[config.mk]
export PLATFORM = sky130hd
export DESIGN_NAME = double_float_remainder_unit
export DESIGN_NICKNAME = d
export VERILOG_FILES = /design/src/design/dfr_pkg.sv /design/src/design/double_float_remainder_unit.sv
export SDC_FILE = /design/constraint.sdc
export NUM_CORES = 1
export LEC_CHECK = 0
export BUFFER_PORTS_ARGS = -buffer_cell sky130_fd_sc_hd__buf_2
export CORE_MARGIN = 2
export CORE_UTILIZATION = 36
export DETAILED_ROUTE_END_ITERATION = 12
export PLACE_DENSITY = 0.51
export REMOVE_ABC_BUFFERS = 1
export SLEW_MARGIN = 25
export SYNTH_ARGS = -nofsm -noshare
export SYNTH_HDL_FRONTEND = slang
export SYNTH_SLANG_ARGS = --single-unit
export TNS_END_PERCENT = 30
[constraint.sdc]
create_clock -name clk_i -period 12.4 [get_ports clk_i]
set_input_delay 0.62 -clock clk_i [delete_from_list [all_inputs] [get_ports clk_i]]
set_output_delay 0.62 -clock clk_i [all_outputs]
set_load 0.05 [all_outputs]
[src/design/dfr_pkg.sv]
// Package for the double-precision remainder unit: microcode types, constants and program ROM.
package dfr_pkg;

  localparam logic [63:0] QnanBits = 64'h7FF8_0000_0000_0000;
  localparam logic [62:0] InfMag   = 63'h7FF0_0000_0000_0000;
  localparam int unsigned FracW    = 52;
  localparam int unsigned ExpW     = 11;
  localparam int unsigned SigW     = FracW + 1;  // significand with hidden bit
  localparam int unsigned AccW     = SigW + 1;   // partial remainder after a left shift
  localparam int unsigned EW       = 13;         // signed working exponent
  localparam int unsigned StepW    = 4;

  typedef logic [StepW-1:0] step_t;

  typedef enum logic [3:0] {
    OP_NOP,
    OP_SHL_X,
    OP_SHL_Y,
    OP_REDUCE,
    OP_FINAL,
    OP_SHR_X,
    OP_PACK_N,
    OP_PACK_D,
    OP_PACK_Z,
    OP_EMIT
  } op_e;

  typedef enum logic [2:0] {
    C_NEVER,
    C_SPECIAL,
    C_X_NORM,
    C_Y_NORM,
    C_MX_EQ_MY,
    C_EX_LE_EY,
    C_EX_POS
  } cond_e;

  localparam step_t S_CHECK  = 4'd0;
  localparam step_t S_NORM_X = 4'd1;
  localparam step_t S_NORM_Y = 4'd2;
  localparam step_t S_REDUCE = 4'd3;
  localparam step_t S_FINAL  = 4'd4;
  localparam step_t S_RENORM = 4'd5;
  localparam step_t S_RANGE  = 4'd6;
  localparam step_t S_DENORM = 4'd7;
  localparam step_t S_PACK_N = 4'd8;
  localparam step_t S_PACK_D = 4'd9;
  localparam step_t S_ZERO   = 4'd10;
  localparam step_t S_OUT    = 4'd11;

  // Control word: first condition that holds picks its target and skips the op;
  // otherwise the op runs and control moves to nxt.
  typedef struct packed {
    cond_e c1;
    step_t t1;
    cond_e c2;
    step_t t2;
    op_e   op;
    step_t nxt;
  } uword_t;

  function automatic uword_t ucode(step_t pc);
    uword_t w;
    w = '{c1: C_NEVER, t1: S_OUT, c2: C_NEVER, t2: S_OUT, op: OP_EMIT, nxt: S_OUT};
    unique case (pc)
      S_CHECK:  w = '{C_SPECIAL,  S_OUT,    C_NEVER,    S_OUT,   OP_NOP,    S_NORM_X};
      S_NORM_X: w = '{C_X_NORM,   S_NORM_Y, C_NEVER,    S_OUT,   OP_SHL_X,  S_NORM_X};
      S_NORM_Y: w = '{C_Y_NORM,   S_REDUCE, C_NEVER,    S_OUT,   OP_SHL_Y,  S_NORM_Y};
      S_REDUCE: w = '{C_MX_EQ_MY, S_ZERO,   C_EX_LE_EY, S_FINAL, OP_REDUCE, S_REDUCE};
      S_FINAL:  w = '{C_MX_EQ_MY, S_ZERO,   C_NEVER,    S_OUT,   OP_FINAL,  S_RENORM};
      S_RENORM: w = '{C_X_NORM,   S_RANGE,  C_NEVER,    S_OUT,   OP_SHL_X,  S_RENORM};
      S_RANGE:  w = '{C_EX_POS,   S_PACK_N, C_NEVER,    S_OUT,   OP_NOP,    S_DENORM};
      S_DENORM: w = '{C_EX_POS,   S_PACK_D, C_NEVER,    S_OUT,   OP_SHR_X,  S_DENORM};
      S_PACK_N: w = '{C_NEVER,    S_OUT,    C_NEVER,    S_OUT,   OP_PACK_N, S_OUT};
      S_PACK_D: w = '{C_NEVER,    S_OUT,    C_NEVER,    S_OUT,   OP_PACK_D, S_OUT};
      S_ZERO:   w = '{C_NEVER,    S_OUT,    C_NEVER,    S_OUT,   OP_PACK_Z, S_OUT};
      S_OUT:    w = '{C_NEVER,    S_OUT,    C_NEVER,    S_OUT,   OP_EMIT,   S_OUT};
      default:  w = '{C_NEVER,    S_OUT,    C_NEVER,    S_OUT,   OP_EMIT,   S_OUT};
    endcase
    return w;
  endfunction

endpackage

[src/design/double_float_remainder_unit.sv]
// Special operands go from the check step straight to the output step. Other operands
// run the shift-subtract loop, which iterates once per unit of exponent difference, plus
// one shift per bit of subnormal normalization, renormalization and denormalization.
// Throughput: one transaction at a time; busy is high from accept until the done_o cycle.
// The result is on remainder_bits_o for the single cycle done_o is high; it cannot stall.
// Reset (rst_ni low, asynchronous) returns the sequencer to idle with no result pending.
module double_float_remainder_unit (
  input  logic        clk_i,
  input  logic        rst_ni,
  input  logic        start,
  output logic        busy,
  input  logic [63:0] dividend_bits_i,
  input  logic [63:0] divisor_bits_i,
  output logic        done_o,
  output logic [63:0] remainder_bits_o
);
  import dfr_pkg::*;

  logic                   busy_q, busy_d;
  logic                   done_q, done_d;
  step_t                  pc_q, pc_d;
  logic                   special_q, special_d;
  logic                   sx_q, sx_d;
  logic [AccW-1:0]        mx_q, mx_d;
  logic [SigW-1:0]        my_q, my_d;
  logic signed [EW-1:0]   ex_q, ex_d;
  logic signed [EW-1:0]   ey_q, ey_d;
  logic [63:0]            res_q, res_d;

  uword_t                 uw;
  logic                   accept;
  logic [62:0]            ax, ay;
  logic [ExpW-1:0]        ex_fld, ey_fld;
  logic                   is_nan;
  logic                   mx_ge_my;
  logic [AccW-1:0]        diff;
  logic                   hit1, hit2;

  function automatic logic cond_true(cond_e c, logic special, logic [AccW-1:0] mx,
                                     logic [SigW-1:0] my, logic signed [EW-1:0] ex,
                                     logic signed [EW-1:0] ey);
    logic r;
    r = 1'b0;
    unique case (c)
      C_NEVER:    r = 1'b0;
      C_SPECIAL:  r = special;
      C_X_NORM:   r = mx[FracW];
      C_Y_NORM:   r = my[FracW];
      C_MX_EQ_MY: r = (mx == {1'b0, my});
      C_EX_LE_EY: r = (ex <= ey);
      C_EX_POS:   r = (ex > 0);
      default:    r = 1'b0;
    endcase
    return r;
  endfunction

  assign accept = start && !busy_q;
  assign busy   = busy_q;
  assign done_o = done_q;
  assign remainder_bits_o = res_q;

  assign ax     = dividend_bits_i[62:0];
  assign ay     = divisor_bits_i[62:0];
  assign ex_fld = dividend_bits_i[62:52];
  assign ey_fld = divisor_bits_i[62:52];
  assign is_nan = (ay == '0) || (ay > InfMag) || (ax >= InfMag);

  assign uw       = ucode(pc_q);
  assign mx_ge_my = (mx_q >= {1'b0, my_q});
  assign diff     = mx_q - {1'b0, my_q};
  assign hit1     = cond_true(uw.c1, special_q, mx_q, my_q, ex_q, ey_q);
  assign hit2     = cond_true(uw.c2, special_q, mx_q, my_q, ex_q, ey_q);

  always_comb begin
    busy_d    = busy_q;
    done_d    = 1'b0;
    pc_d      = pc_q;
    special_d = special_q;
    sx_d      = sx_q;
    mx_d      = mx_q;
    my_d      = my_q;
    ex_d      = ex_q;
    ey_d      = ey_q;
    res_d     = res_q;
    if (accept) begin
      busy_d    = 1'b1;
      pc_d      = S_CHECK;
      sx_d      = dividend_bits_i[63];
      special_d = is_nan || (ax <= ay);
      // Preload the answer for the early-out cases.
      if (is_nan) begin
        res_d = QnanBits;
      end else if (ax == ay) begin
        res_d = {dividend_bits_i[63], 63'b0};
      end else begin
        res_d = dividend_bits_i;
      end
      // Subnormals enter with exponent 1 and no hidden bit; the norm loops fix them up.
      mx_d = {1'b0, (ex_fld != '0), dividend_bits_i[FracW-1:0]};
      my_d = {(ey_fld != '0), divisor_bits_i[FracW-1:0]};
      ex_d = (ex_fld != '0) ? $signed({2'b00, ex_fld}) : EW'(1);
      ey_d = (ey_fld != '0) ? $signed({2'b00, ey_fld}) : EW'(1);
    end else if (busy_q) begin
      if (hit1) begin
        pc_d = uw.t1;
      end else if (hit2) begin
        pc_d = uw.t2;
      end else begin
        pc_d = uw.nxt;
        case (uw.op)
          OP_SHL_X: begin
            mx_d = {mx_q[AccW-2:0], 1'b0};
            ex_d = ex_q - EW'(1);
          end
          OP_SHL_Y: begin
            my_d = {my_q[SigW-2:0], 1'b0};
            ey_d = ey_q - EW'(1);
          end
          OP_REDUCE: begin
            mx_d = mx_ge_my ? {diff[AccW-2:0], 1'b0} : {mx_q[AccW-2:0], 1'b0};
            ex_d = ex_q - EW'(1);
          end
          OP_FINAL: begin
            if (mx_ge_my) mx_d = diff;
          end
          OP_SHR_X: begin
            mx_d = {1'b0, mx_q[AccW-1:1]};
            ex_d = ex_q + EW'(1);
          end
          OP_PACK_N: res_d = {sx_q, ex_q[ExpW-1:0], mx_q[FracW-1:0]};
          OP_PACK_D: res_d = {sx_q, {ExpW{1'b0}}, mx_q[FracW-1:0]};
          OP_PACK_Z: res_d = {sx_q, 63'b0};
          OP_EMIT: begin
            busy_d = 1'b0;
            done_d = 1'b1;
          end
          default: ;
        endcase
      end
    end
  end

  always_ff @(posedge clk_i or negedge rst_ni) begin
    if (!rst_ni) begin
      busy_q <= 1'b0;
      done_q <= 1'b0;
      pc_q   <= S_OUT;
    end else begin
      busy_q <= busy_d;
      done_q <= done_d;
      pc_q   <= pc_d;
    end
  end

  always_ff @(posedge clk_i) begin
    special_q <= special_d;
    sx_q      <= sx_d;
    mx_q      <= mx_d;
    my_q      <= my_d;
    ex_q      <= ex_d;
    ey_q      <= ey_d;
    res_q     <= res_d;
  end

  a_done_not_busy: assert property (@(posedge clk_i) disable iff (!rst_ni)
    done_o |-> !busy) else $error("done_o raised while still busy");

  a_accept_busy: assert property (@(posedge clk_i) disable iff (!rst_ni)
    (start && !busy) |=> (busy && pc_q == S_CHECK)) else $error("accept did not start program");

  a_done_single: assert property (@(posedge clk_i) disable iff (!rst_ni)
    done_o |=> !done_o) else $error("done_o held longer than one cycle");

  a_pc_range: assert property (@(posedge clk_i) disable iff (!rst_ni)
    busy |-> (pc_q <= S_OUT)) else $error("step counter outside program");

endmodule

After elaboration in Yosys (flattened, before gate mapping)
Memories as Yosys holds them, arrays and structs flattened.
Index checks and enable logic that the tools add are counted.
- mux-type cells: 47
- bitwise logic cells: 2
- $lt $le $gt $ge: 6
- equal/unequal tests: 27
- reduce and logical (&&, ||, !) cells: 20
- add/subtract/negate cells: 4
- operators with widths (kind ; count):
    2-to-1 mux 53 bit ; 9
    2-to-1 mux 64 bit ; 5
    case mux 54 bit (4 select lines) ; 1
    case mux 64 bit (3 select lines) ; 1
    2-to-1 mux 13 bit ; 9
    2-to-1 mux 54 bit ; 2
    equality test 63 bit ; 1
    greater-or-equal comparator 63 bit, second input constant ; 1
    > comparator 63 bit, second input constant ; 1
    <= comparator 63 bit ; 1
    zero test 63 bit ; 1
    2-to-1 mux 63 bit ; 1
    equality test 54 x 53 -> 1 bit ; 1
    greater-or-equal comparator 54 x 53 -> 1 bit ; 1
    subtractor 54 x 53 -> 54 bit ; 1
    case mux 13 bit (2 select lines) ; 1
    subtractor 13 x 2 -> 13 bit, second input constant ; 2
    2-to-1 mux 11 bit ; 2
    nonzero test 11 bit ; 2
    equality test 3 bit, second input constant ; 6
    equality test 4 x 3 -> 1 bit, second input constant ; 4
    2-to-1 mux 4 bit ; 4
    adder 13 x 2 -> 13 bit, second input constant ; 1
    > comparator 13 x 1 -> 1 bit, second input constant ; 1
    other kinds (21) ; 47
- input bits: 131
- bits in read-only memories: 336
- register bits after elaboration: 205
- memories kept: 1
- memory list (name ; depth ; bits a word ; rd ports ; clocked after Yosys merged registers in ; write ports ; RTL line ; source):
    (no name shown) ; 16 ; 21 ; 1 ; 0 ; 0 ; dfr_pkg.sv:65 ; unique case (pc)

Logic depth before layout (Yosys ltp)
Gate-level depths: netlist (run 1).
An unclocked memory read counts as a cell.
- depth after elaboration: 8
- mapped depth: 21
- depth with buffers taken out: 16

Worst setup path after synthesis (run 1)
No wires, ideal clock.
- kind: flip-flop to flip-flop
- from: reg pc_q[0]
- to: reg res_q[0], in the netlist remainder_bits_o[0] (enable)
- stages on the path, launching flop included: 13
- setup time: 0.507 ns
- setup slack: 5.755 ns
- arrival time: 6.138 ns
- cells stage by stage: dfstp_2 > buf_1 > inv_1 > clkbuf_1 > clkbuf_1 > ha_1 > o21ai_0 > mux2i_1 > or4_1 > nand3_1 > nor2_1 > a21oi_1 > a21oi_1
- longest elaborated chain between the ends: 5
- elaborated cells on any way between the ends: 22
- ends and longest elaborated chain (item ; RTL line ; source):
    from (decl) ; double_float_remainder_unit.sv:21 ; step_t pc_q, pc_d;
    from (signal assigned) ; double_float_remainder_unit.sv:151 ; pc_q <= pc_d;
    memory read (16 x 21 bit) * ; n/a ;
    equality test 3 bit (tied with other cells) ; double_float_remainder_unit.sv:44 ; unique case (c)
    case mux 1 bit (6 select lines) ; double_float_remainder_unit.sv:44 ;
    != test 2 bit (no source line) ; n/a ;
    AND reduction 4 bit (no source line) * ; n/a ;
    to (signal assigned) ; double_float_remainder_unit.sv:162 ; res_q <= res_d;
    to (decl) ; double_float_remainder_unit.sv:28 ; logic [63:0] res_q, res_d;
Mark *: on every way between the ends. The rest lies on a longest branch, timed or not.
A chain may end at the register's enable or synchronous reset.

Worst setup path after layout (run 1)
- from: reg pc_q[0]
- to: reg ex_q[12] (data pin)
- longest elaborated chain between the ends: 8
- elaborated cells on any way between the ends: 10
- ends and longest elaborated chain (item ; RTL line ; source):
    memory read (16 x 21 bit) * ; n/a ;
    equality test 4 x 2 -> 1 bit / equality test 4 x 1 -> 1 bit (equally long branches) ; double_float_remainder_unit.sv:110 ; case (uw.op)
    OR reduction 2 bit (no source line) ; n/a ;
    case mux 13 bit (2 select lines) * ; double_float_remainder_unit.sv:110 ;
    2-to-1 mux 13 bit * ; double_float_remainder_unit.sv:106 ; end else if (hit2) begin
    2-to-1 mux 13 bit * ; double_float_remainder_unit.sv:104 ; if (hit1) begin
    2-to-1 mux 13 bit * ; double_float_remainder_unit.sv:103 ; end else if (busy_q) begin
    2-to-1 mux 13 bit * ; double_float_remainder_unit.sv:85 ; if (accept) begin
    to (signal assigned) ; double_float_remainder_unit.sv:160 ; ex_q <= ex_d;
    to (decl) ; double_float_remainder_unit.sv:26 ; logic signed [EW-1:0] ex_q, ex_d;
Mark *: on every way between the ends. The rest lies on a longest branch, timed or not. The select of a mux whose other input is x is not followed.

==> results of run 1 <==
[worst max-delay path, stage by stage, from the launching register on]
cell and delay (ns):
dfstp_2 0.51, buf_4 0.43, inv_1 0.55, buf_4 0.41, ha_1 0.39, or3_1 0.40
nor2_1 0.09, buf_4 0.34, inv_1 0.31, buf_4 0.28, fa_1 0.42, a21o_1 0.18
a21oi_1 0.23, o21bai_1 0.09, a21oi_1 0.22, o21bai_1 0.09, a21oi_1 0.23, o21ai_0 0.17
o41ai_1 0.36, xnor2_1 0.17, nor2_1 0.06
[cells by family after synthesis]
logic type,count (synthesis)
AO/OA/AOI/OAI,585
AND/OR/NAND/NOR,505
buffers and inverters,258
flip-flops,205
adder cells (fa/ha/maj),147
XOR/XNOR,73
multiplexers,29
[layer usage]
layer / share of wire [%] / up-vias / global-route usage [%]
met5: 0 / - / 0
met4: 2.6 / 0 / 6.89
met3: 5.6 / 91 / 2.53
met2: 47 / 514 / 41.0
met1: 45 / 7240 / 33.6
li1: - / 7040 / -
[layout make-up]
| class | instances | area [um2] |
|---|---|---|
| tap | 592 | 741 |
| multi-input combinational | 1339 | 9150 |
| sequential | 205 | 6120 |
| clock inverter | 10 | 109 |
| clock buffer | 36 | 688 |
| inverter | 168 | 636 |
| timing repair buffer | 220 | 1180 |
| fill | 4519 | 25700 |
[where the power goes]
group          internal (mW)  leakage [nW]  total (mW)  switching (mW)
Sequential              1.38          1.93        1.65           0.269
Clock                  0.427         0.390       0.742           0.315
Combinational           1.43          5.44        4.19            2.75
[cell usage in the layout, fill, tap and decap left out, types with 9 or more instances in the layout]
master / synthesis / final
edfxtp_1: 198 / 198
buf_2: 9 / 195
nand2_1: 183 / 182
inv_1: 167 / 167
a21oi_1: 156 / 154
o21ai_0: 148 / 148
ha_1: 145 / 145
nor2_1: 128 / 126
a22o_1: 49 / 49
xnor2_1: 46 / 46
nand4_1: 44 / 44
a21o_1: 40 / 40
nor4_1: 30 / 29
xor2_1: 27 / 27
clkbuf_16: 0 / 26
nand3_1: 25 / 25
nor3_1: 25 / 24
buf_4: 1 / 23
mux2i_1: 21 / 21
a221oi_1: 20 / 20
o21bai_1: 17 / 17
nor2b_1: 16 / 16
a31oi_1: 16 / 14
a222oi_1: 13 / 13
and3_1: 12 / 12
o211ai_1: 12 / 12
o21a_1: 12 / 12
a221o_1: 12 / 12
or3_1: 11 / 11
o221ai_1: 11 / 11
a32o_1: 10 / 10
clkbuf_1: 71 / 10
o31ai_1: 9 / 9
[sequential cells by signal, summed over array words and instances (netlist names)]
signal,count
sx_q,1
mx_q,54
special_q,1
busy,1
remainder_bits_o,64
ey_q,13
done_o,1
my_q,53
pc_q,4
ex_q,13
[through the flow]
step           std cells  worst slack, ns
6_report            2570             6.16
2_1_floorplan       1712           -0.245
4_1_cts             2569             6.22
5_1_grt             2570             5.80
3_5_place_dp        2522             6.28
3_3_place_gp        2522             6.31
[worst paths after layout]
kind	slack, ns	to	startpoint
max in group asynchronous	11.76	pc_q[3]	rst_ni
max reg2reg	6.16	ex_q[12]	pc_q[0]
min	0.25	sx_q	dividend_bits_i[63]
min in group asynchronous	0.41	pc_q[2]	rst_ni
min reg2reg	0.53	remainder_bits_o[63]	sx_q
max	6.16	ex_q[12]	pc_q[0]
==> flow_summary.html, run 1 <==
<table>
<tr><th>Metric</th><th>Value</th></tr>
<tr><th colspan="2">STA</th></tr>
<tr><td>F_max</td><td>160 MHz</td></tr>
<tr><td>Post-route clock skew</td><td>0.0224 ns</td></tr>
<tr><td>Post-route clock period utilization</td><td>about half</td></tr>
<tr><td>Setup repair after global routing missed its margin</td><td>false</td></tr>
<tr><td>Slew at the pin closest to its max-slew limit</td><td>approximately 1.0 ns</td></tr>
<tr><td>Number of pins with negative max-slew slack in the final report</td><td>0</td></tr>
<tr><td>Setup Total Neg Slack</td><td>0 ns</td></tr>
<tr><td>Slew Limit Headroom</td><td>around a third</td></tr>
<tr><td>Setup Viol. Count Final</td><td>0</td></tr>
<tr><td>Clock period minus worst slack</td><td>roughly 6.2 ns</td></tr>
<tr><td>Hold violation total from the final report</td><td>0</td></tr>
<tr><td>Tightest hold margin</td><td>approximately 0.25 ns</td></tr>
<tr><th colspan="2">Floorplanning</th></tr>
<tr><td>I/O pin total</td><td>between 150 and 200</td></tr>
<tr><td>Initial core utilization</td><td>36.6%</td></tr>
<tr><td>Die Y-Extent</td><td>approximately 220 um</td></tr>
<tr><td>Total number of placement rows</td><td>77</td></tr>
<tr><td>X dimension of the die</td><td>about 220 um</td></tr>
<tr><td>Placeable core area</td><td>about 0.044 mm2</td></tr>
<tr><td>Overall die area</td><td>0.0467 mm2</td></tr>
<tr><th colspan="2">Clock network</th></tr>
<tr><td>Count of clock tree sinks</td><td>between 200 and 250</td></tr>
<tr><td>Post-CTS Hold Fix Bufs</td><td>1</td></tr>
<tr><td>Number of buffers inserted to repair setup after CTS</td><td>0</td></tr>
<tr><td>Number of levels the H-tree was split into</td><td>1</td></tr>
<tr><td>Clock tree from TritonCTS</td><td>yes</td></tr>
<tr><td>Cts repair resizes</td><td>0</td></tr>
<tr><td>CTS Buf Count</td><td>26</td></tr>
<tr><td>Bufs on Longest Clock Path</td><td>3</td></tr>
<tr><td>Worst-path clk slew</td><td>0.06 ns</td></tr>
<tr><td>Clock latency at the later pin of the worst-skew pair</td><td>~0.57 ns</td></tr>
<tr><td>Clock tree root driver cell</td><td>clkbuf_16</td></tr>
<tr><th colspan="2">Critical path</th></tr>
<tr><td>CP Launch Type</td><td>flip-flop</td></tr>
<tr><td>Element type at the critical path end</td><td>flip-flop</td></tr>
<tr><td>Depth of the most critical reg-to-reg path</td><td>20</td></tr>
<tr><td>Critical path required time</td><td>12.70 ns</td></tr>
<tr><td>Worst path arrival time</td><td>6.54 ns</td></tr>
<tr><td>Path type of the worst setup path</td><td>flip-flop to flip-flop</td></tr>
<tr><td>Max FO, Critical Path</td><td>34</td></tr>
<tr><th colspan="2">Synthesis</th></tr>
<tr><td>Share of the synthesized netlist area taken by xor and xnor gates</td><td>roughly 3.9%</td></tr>
<tr><td>Syn avg cell area</td><td>between 8 and 9 um2</td></tr>
<tr><td>Multiplexer area fraction after synthesis</td><td>1.85%</td></tr>
<tr><td>Most instantiated library cell after synthesis</td><td>edfxtp_1</td></tr>
<tr><td>Top cells by area, synth</td><td>edfxtp_1 (37%), ha_1 (11%), a21oi_1 (4.8%)</td></tr>
<tr><td>Adder-cell share of the synthesized area</td><td>11.4%</td></tr>
<tr><td>Part of the Yosys area used for sequential elements</td><td>between 30% and 40%</td></tr>
<tr><td>Synthesized flop and latch total</td><td>~210</td></tr>
<tr><td>Synthesis Warnings</td><td>0</td></tr>
<tr><td>Commonest cells post-synth</td><td>edfxtp_1 (198), nand2_1 (183), inv_1 (167)</td></tr>
<tr><td>Largest area contributor in the synthesized netlist</td><td>edfxtp_1</td></tr>
<tr><td>Synth Area in Simple Gates</td><td>~15%</td></tr>
<tr><td>Proportion of synthesized flip-flops having asynchronous set or reset</td><td>about 2.9%</td></tr>
<tr><td>Number of enable flip-flop cells after synthesis</td><td>198</td></tr>
<tr><td>Post-synthesis compound-gate area fraction</td><td>between 20 and 25%</td></tr>
<tr><td>Main combinational cell family by area after synthesis</td><td>compound AO/OA/AOI/OAI gates</td></tr>
<tr><td>Gate Count Post-Synth</td><td>between 1500 and 2000</td></tr>
<tr><td>Predominant post-synthesis flop cell</td><td>edfxtp_1</td></tr>
<tr><td>Share of the synthesized area in the top cell type</td><td>a little under two fifths</td></tr>
<tr><td>Count of distinct cell types in the synthesized netlist</td><td>76</td></tr>
<tr><td>Post-Synthesis Cell Area</td><td>~0.016 mm2</td></tr>
<tr><th colspan="2">Global routing</th></tr>
<tr><td>Initial antenna violation count</td><td>0</td></tr>
<tr><td>Vias in the first global route</td><td>14500</td></tr>
<tr><td>GRT overflow</td><td>0</td></tr>
<tr><td>First-pass GRT wire length</td><td>88800 um</td></tr>
<tr><td>Largest net degree at the start of global routing</td><td>slightly below 100</td></tr>
<tr><td>Total GRT Usage</td><td>24.5%</td></tr>
<tr><th colspan="2">Power and ir drop</th></tr>
<tr><td>Worst IR drop on VDD</td><td>0.133 mV</td></tr>
<tr><td>Overall power of the completed layout</td><td>6.58 mW</td></tr>
<tr><td>Power per standard cell area</td><td>353 mW/mm2</td></tr>
<tr><td>Leakage power total</td><td>about 7.8 nW</td></tr>
<tr><th colspan="2">Cells and area</th></tr>
<tr><td>Count of antenna diodes in the layout</td><td>0</td></tr>
<tr><td>Utilization of the core after routing</td><td>between 40% and 50%</td></tr>
<tr><td>Fraction of final layout cells sized beyond drive strength 1</td><td>roughly 15%</td></tr>
<tr><td>Area delta synth-&gt;final</td><td>14.9%</td></tr>
<tr><td>Area of all placed cells without fillers</td><td>approximately 0.019 mm2</td></tr>
<tr><td>Final net count</td><td>between 2000 and 2500</td></tr>
<tr><th colspan="2">Routing</th></tr>
<tr><td>Remaining DRCs</td><td>0</td></tr>
<tr><td>Vias/cell</td><td>approximately 5.8</td></tr>
<tr><td>First-iteration detailed-routing DRC count</td><td>about 1000</td></tr>
<tr><td>First-pass DRT Iterations</td><td>6</td></tr>
<tr><td>Mean routed wirelength per cell</td><td>22.9 um</td></tr>
<tr><td>Post-DRT Antenna Nets</td><td>0</td></tr>
<tr><td>Via count</td><td>around 15000</td></tr>
<tr><td>Total wirelength of the detailed-routed design</td><td>~60000 um</td></tr>
<tr><th colspan="2">Run status</th></tr>
<tr><td>Status</td><td>finished, final reports clean</td></tr>
<tr><th colspan="2">Place</th></tr>
<tr><td>HPWL Detailed</td><td>roughly 43000 um</td></tr>
<tr><td>Total cell area at the placement stage</td><td>about 0.018 mm2</td></tr>
<tr><td>Number of port buffers</td><td>between 150 and 200</td></tr>
<tr><td>Gp weighted congestion</td><td>a little over 0.9</td></tr>
<tr><th colspan="2">Hold path</th></tr>
<tr><td>Cell depth of the worst min-delay path</td><td>1</td></tr>
<tr><td>Class of the tightest hold or removal check</td><td>input pin to flip-flop</td></tr>
<tr><th colspan="2">Run</th></tr>
<tr><td>Max_cap viols</td><td>0</td></tr>
</table>
No activity file was read; power rests on OpenSTA's default activity.
==> run 2: changes to the inputs <==
PLACE_DENSITY = 0.53   (was 0.51)
clock period = 5.57 ns   (was 12.4 ns; I/O delays follow)
==> run 2 against run 1 <==
Net effect: die area unchanged; critical path depth decreased by 6; final cell count grew 0.35%; total power rose by 120%; register-to-register slack got worse by 5.2 ns; via count fell by 0.55%; fmax rose by 34%; sequential share of layout area shrank 0.15 points; utilization up 0.19 points.
==> flow_summary.html, run 2 (synthesized netlist as in run 1, its figures left out) <==
<table>
<tr><th>Metric</th><th>Value</th></tr>
<tr><th colspan="2">Floorplanning</th></tr>
<tr><td>X dimension of the die</td><td>between 200 and 250 um</td></tr>
<tr><td>Placeable core area</td><td>between 0.04 and 0.05 mm2</td></tr>
<tr><td>Total number of placement rows</td><td>a little under 80</td></tr>
<tr><td>Initial core utilization</td><td>36.6%</td></tr>
<tr><td>I/O pin total</td><td>just under 200</td></tr>
<tr><td>Overall die area</td><td>0.0467 mm2</td></tr>
<tr><td>Die Y-Extent</td><td>roughly 220 um</td></tr>
<tr><th colspan="2">Power and ir drop</th></tr>
<tr><td>Portion of total power attributed to the clock network</td><td>a little over a tenth</td></tr>
<tr><td>Fraction of power spent switching nets</td><td>about half</td></tr>
<tr><td>Overall power of the completed layout</td><td>14.6 mW</td></tr>
<tr><td>Reported net switching power</td><td>7.36 mW</td></tr>
<tr><td>Worst IR drop on VDD</td><td>~0.43 mV</td></tr>
<tr><td>Power per standard cell area</td><td>around 780 mW/mm2</td></tr>
<tr><td>Share of total power in combinational logic</td><td>64.2%</td></tr>
<tr><td>Flop pwr share</td><td>about a quarter</td></tr>
<tr><td>Leakage power total</td><td>~8 nW</td></tr>
<tr><td>Internal Dissipation</td><td>7.25 mW</td></tr>
<tr><th colspan="2">STA</th></tr>
<tr><td>Post-route clock skew</td><td>between 0.02 and 0.03 ns</td></tr>
<tr><td>Slew Limit Headroom</td><td>about two fifths</td></tr>
<tr><td>Setup Viol. Count Final</td><td>0</td></tr>
<tr><td>Hold violation total from the final report</td><td>0</td></tr>
<tr><td>Clock period minus worst slack</td><td>about 4.7 ns</td></tr>
<tr><td>Setup repair after global routing missed its margin</td><td>false</td></tr>
<tr><td>Number of pins with negative max-slew slack in the final report</td><td>0</td></tr>
<tr><td>Slew at the pin closest to its max-slew limit</td><td>0.869 ns</td></tr>
<tr><td>Post-route clock period utilization</td><td>a little over four fifths</td></tr>
<tr><td>F_max</td><td>approximately 210 MHz</td></tr>
<tr><td>Setup Total Neg Slack</td><td>0 ns</td></tr>
<tr><th colspan="2">Critical path</th></tr>
<tr><td>Critical path required time</td><td>about 6 ns</td></tr>
<tr><td>Start point of the critical path</td><td>mx_q[0]</td></tr>
<tr><td>Element type at the critical path end</td><td>flip-flop</td></tr>
<tr><td>Max FO, Critical Path</td><td>29</td></tr>
<tr><td>End of the worst register-to-register path</td><td>mx_q[2]</td></tr>
<tr><td>FF-to-FF setup slack</td><td>between 0.9 and 1 ns</td></tr>
<tr><td>Worst path arrival time</td><td>just under 5 ns</td></tr>
<tr><td>Startpoint of the most critical register-to-register path</td><td>mx_q[0]</td></tr>
<tr><td>Depth of the most critical reg-to-reg path</td><td>14</td></tr>
<tr><td>Path type of the worst setup path</td><td>flip-flop to flip-flop</td></tr>
<tr><td>CP Launch Type</td><td>flip-flop</td></tr>
<tr><th colspan="2">Cells and area</th></tr>
<tr><td>Final net count</td><td>2247</td></tr>
<tr><td>Number of flip-flops under the largest register name</td><td>64</td></tr>
<tr><td>Most common cell after layout, fill and taps aside</td><td>edfxtp_1</td></tr>
<tr><td>Area delta synth-&gt;final</td><td>15.4%</td></tr>
<tr><td>Commonest non-fill, non-tap cells in the layout</td><td>edfxtp_1 (198), buf_2 (195), nand2_1 (182)</td></tr>
<tr><td>Fraction of final layout cells sized beyond drive strength 1</td><td>between 10% and 20%</td></tr>
<tr><td>Utilization of the core after routing</td><td>between 40% and 50%</td></tr>
<tr><th colspan="2">Routing</th></tr>
<tr><td>Via count</td><td>approximately 15000</td></tr>
<tr><td>Remaining DRCs</td><td>0</td></tr>
<tr><td>Total wirelength of the detailed-routed design</td><td>57800 um</td></tr>
<tr><td>Post-DRT Antenna Nets</td><td>0</td></tr>
<tr><td>First-pass DRT Iterations</td><td>7</td></tr>
<tr><td>Vias/cell</td><td>between 5 and 6</td></tr>
<tr><td>First-iteration detailed-routing DRC count</td><td>between 1000 and 1500</td></tr>
<tr><td>Mean routed wirelength per cell</td><td>~22 um</td></tr>
<tr><th colspan="2">Run status</th></tr>
<tr><td>Status</td><td>finished, final reports clean</td></tr>
<tr><th colspan="2">Global routing</th></tr>
<tr><td>GRT overflow</td><td>0</td></tr>
<tr><td>Vias in the first global route</td><td>approximately 15000</td></tr>
<tr><td>Initial antenna violation count</td><td>1</td></tr>
<tr><td>Total GRT Usage</td><td>between 20% and 30%</td></tr>
<tr><td>First-pass GRT wire length</td><td>around 88000 um</td></tr>
<tr><td>Largest net degree at the start of global routing</td><td>roughly 110</td></tr>
<tr><th colspan="2">Clock network</th></tr>
<tr><td>Post-CTS Hold Fix Bufs</td><td>2</td></tr>
<tr><td>Clock tree root driver cell</td><td>clkbuf_16</td></tr>
<tr><td>Count of clock tree sinks</td><td>205</td></tr>
<tr><td>Clock tree from TritonCTS</td><td>yes</td></tr>
<tr><td>Bufs on Longest Clock Path</td><td>3</td></tr>
<tr><td>Number of levels the H-tree was split into</td><td>1</td></tr>
<tr><td>Number of buffers inserted to repair setup after CTS</td><td>0</td></tr>
<tr><td>Worst-path clk slew</td><td>0.06 ns</td></tr>
<tr><td>Clock latency at the later pin of the worst-skew pair</td><td>approximately 0.57 ns</td></tr>
<tr><td>Cts repair resizes</td><td>0</td></tr>
<tr><td>CTS Buf Count</td><td>25</td></tr>
<tr><th colspan="2">Run</th></tr>
<tr><td>Max_cap viols</td><td>0</td></tr>
<tr><th colspan="2">Hold path</th></tr>
<tr><td>Class of the tightest hold or removal check</td><td>input pin to flip-flop</td></tr>
<tr><td>Cell depth of the worst min-delay path</td><td>3</td></tr>
<tr><td>Hold Path End</td><td>my_q[20]</td></tr>
<tr><td>Origin of the worst min-delay path</td><td>divisor_bits_i[20]</td></tr>
<tr><th colspan="2">Place</th></tr>
<tr><td>Number of port buffers</td><td>approximately 200</td></tr>
<tr><td>Gp weighted congestion</td><td>0.895</td></tr>
<tr><td>HPWL Detailed</td><td>43100 um</td></tr>
</table>
-- run 2: changes by cell type in the layout (fill, tap and decap cells not counted), moves of 2 or more --
cell / previous run / this run
buf_4: 23 / 28
nor2_4: 3 / 1
diode_2: 0 / 2
buf_12: 1 / 4
clkinv_1: 2 / 6
clkbuf_1: 10 / 6
clkinv_2: 5 / 2
-- run 2: layout make-up --
type	instances	area, um2
fillers	4466	25600
multi-input cells	1339	9140
flip-flops and latches	205	6120
repair buffers	230	1310
well taps	592	741
clock buffers	31	648
inverters	168	636
clock inverters	12	109
diodes	2	5.00
-- run 2: worst max-delay path, cell delays in order (launching register included) --
cell and delay [ns]:
edfxtp_1 0.42, inv_1 0.08, ha_1 0.18, inv_1 0.06
fa_1 0.39, a21oi_1 0.22, o21ai_1 0.18, a221oi_2 0.47
o2111ai_4 0.25, a31oi_4 0.32, o31ai_4 0.16, a21oi_4 0.28
a2bb2oi_1 0.34, nand2_2 0.57, buf_4 0.46
-- run 2: worst max-delay path by stage --
stage / endpoint / slack (ns) / cells past startpoint
6_report: mx_q[2] / 0.91 / 14
3_5_place_dp: mx_q[8] / 0.93 / 14
2_1_floorplan: remainder_bits_o[0] / -7.07 / 4
5_1_grt: mx_q[2] / 0.60 / 14
3_3_place_gp: mx_q[9] / 0.97 / 14
4_1_cts: mx_q[0] / 0.92 / 14
-- run 2: routing by layer --
layer | up-vias | track usage, % | wire, um
li1 | 7053 | - | -
met1 | 7107 | 33.0 | 25900
met2 | 532 | 39.9 | 26600
met3 | 111 | 2.71 | 3380
met4 | 0 | 8.24 | 1920
met5 | - | 0 | 0
-- run 2: per-stage QoR --
| stage | std cells | hold WS [ns] | instance area, um2 | setup slack (ns) |
|---|---|---|---|---|
| floorplan | 1712 | -0.0171 | 15800 | -7.07 |
| global placement | 2531 | 0.121 | 17900 | 0.971 |
| detailed placement | 2532 | 0.122 | 17900 | 0.929 |
| CTS | 2577 | 0.0149 | 18700 | 0.915 |
| global route | 2578 | 0.0387 | 18700 | 0.602 |
| finish | 2579 | 0.0249 | 18700 | 0.912 |
-- run 2: power groups by stage --
stage | Clock (mW) | Combinational, mW | Sequential (mW)
2_1_floorplan | 0 | 5.76 | 4.47
3_3_place_gp | 0 | 9.17 | 3.65
3_5_place_dp | 0 | 9.24 | 3.66
4_1_cts | 1.61 | 9.30 | 3.64
5_1_grt | 1.67 | 10.2 | 3.74
6_report | 1.59 | 9.38 | 3.65
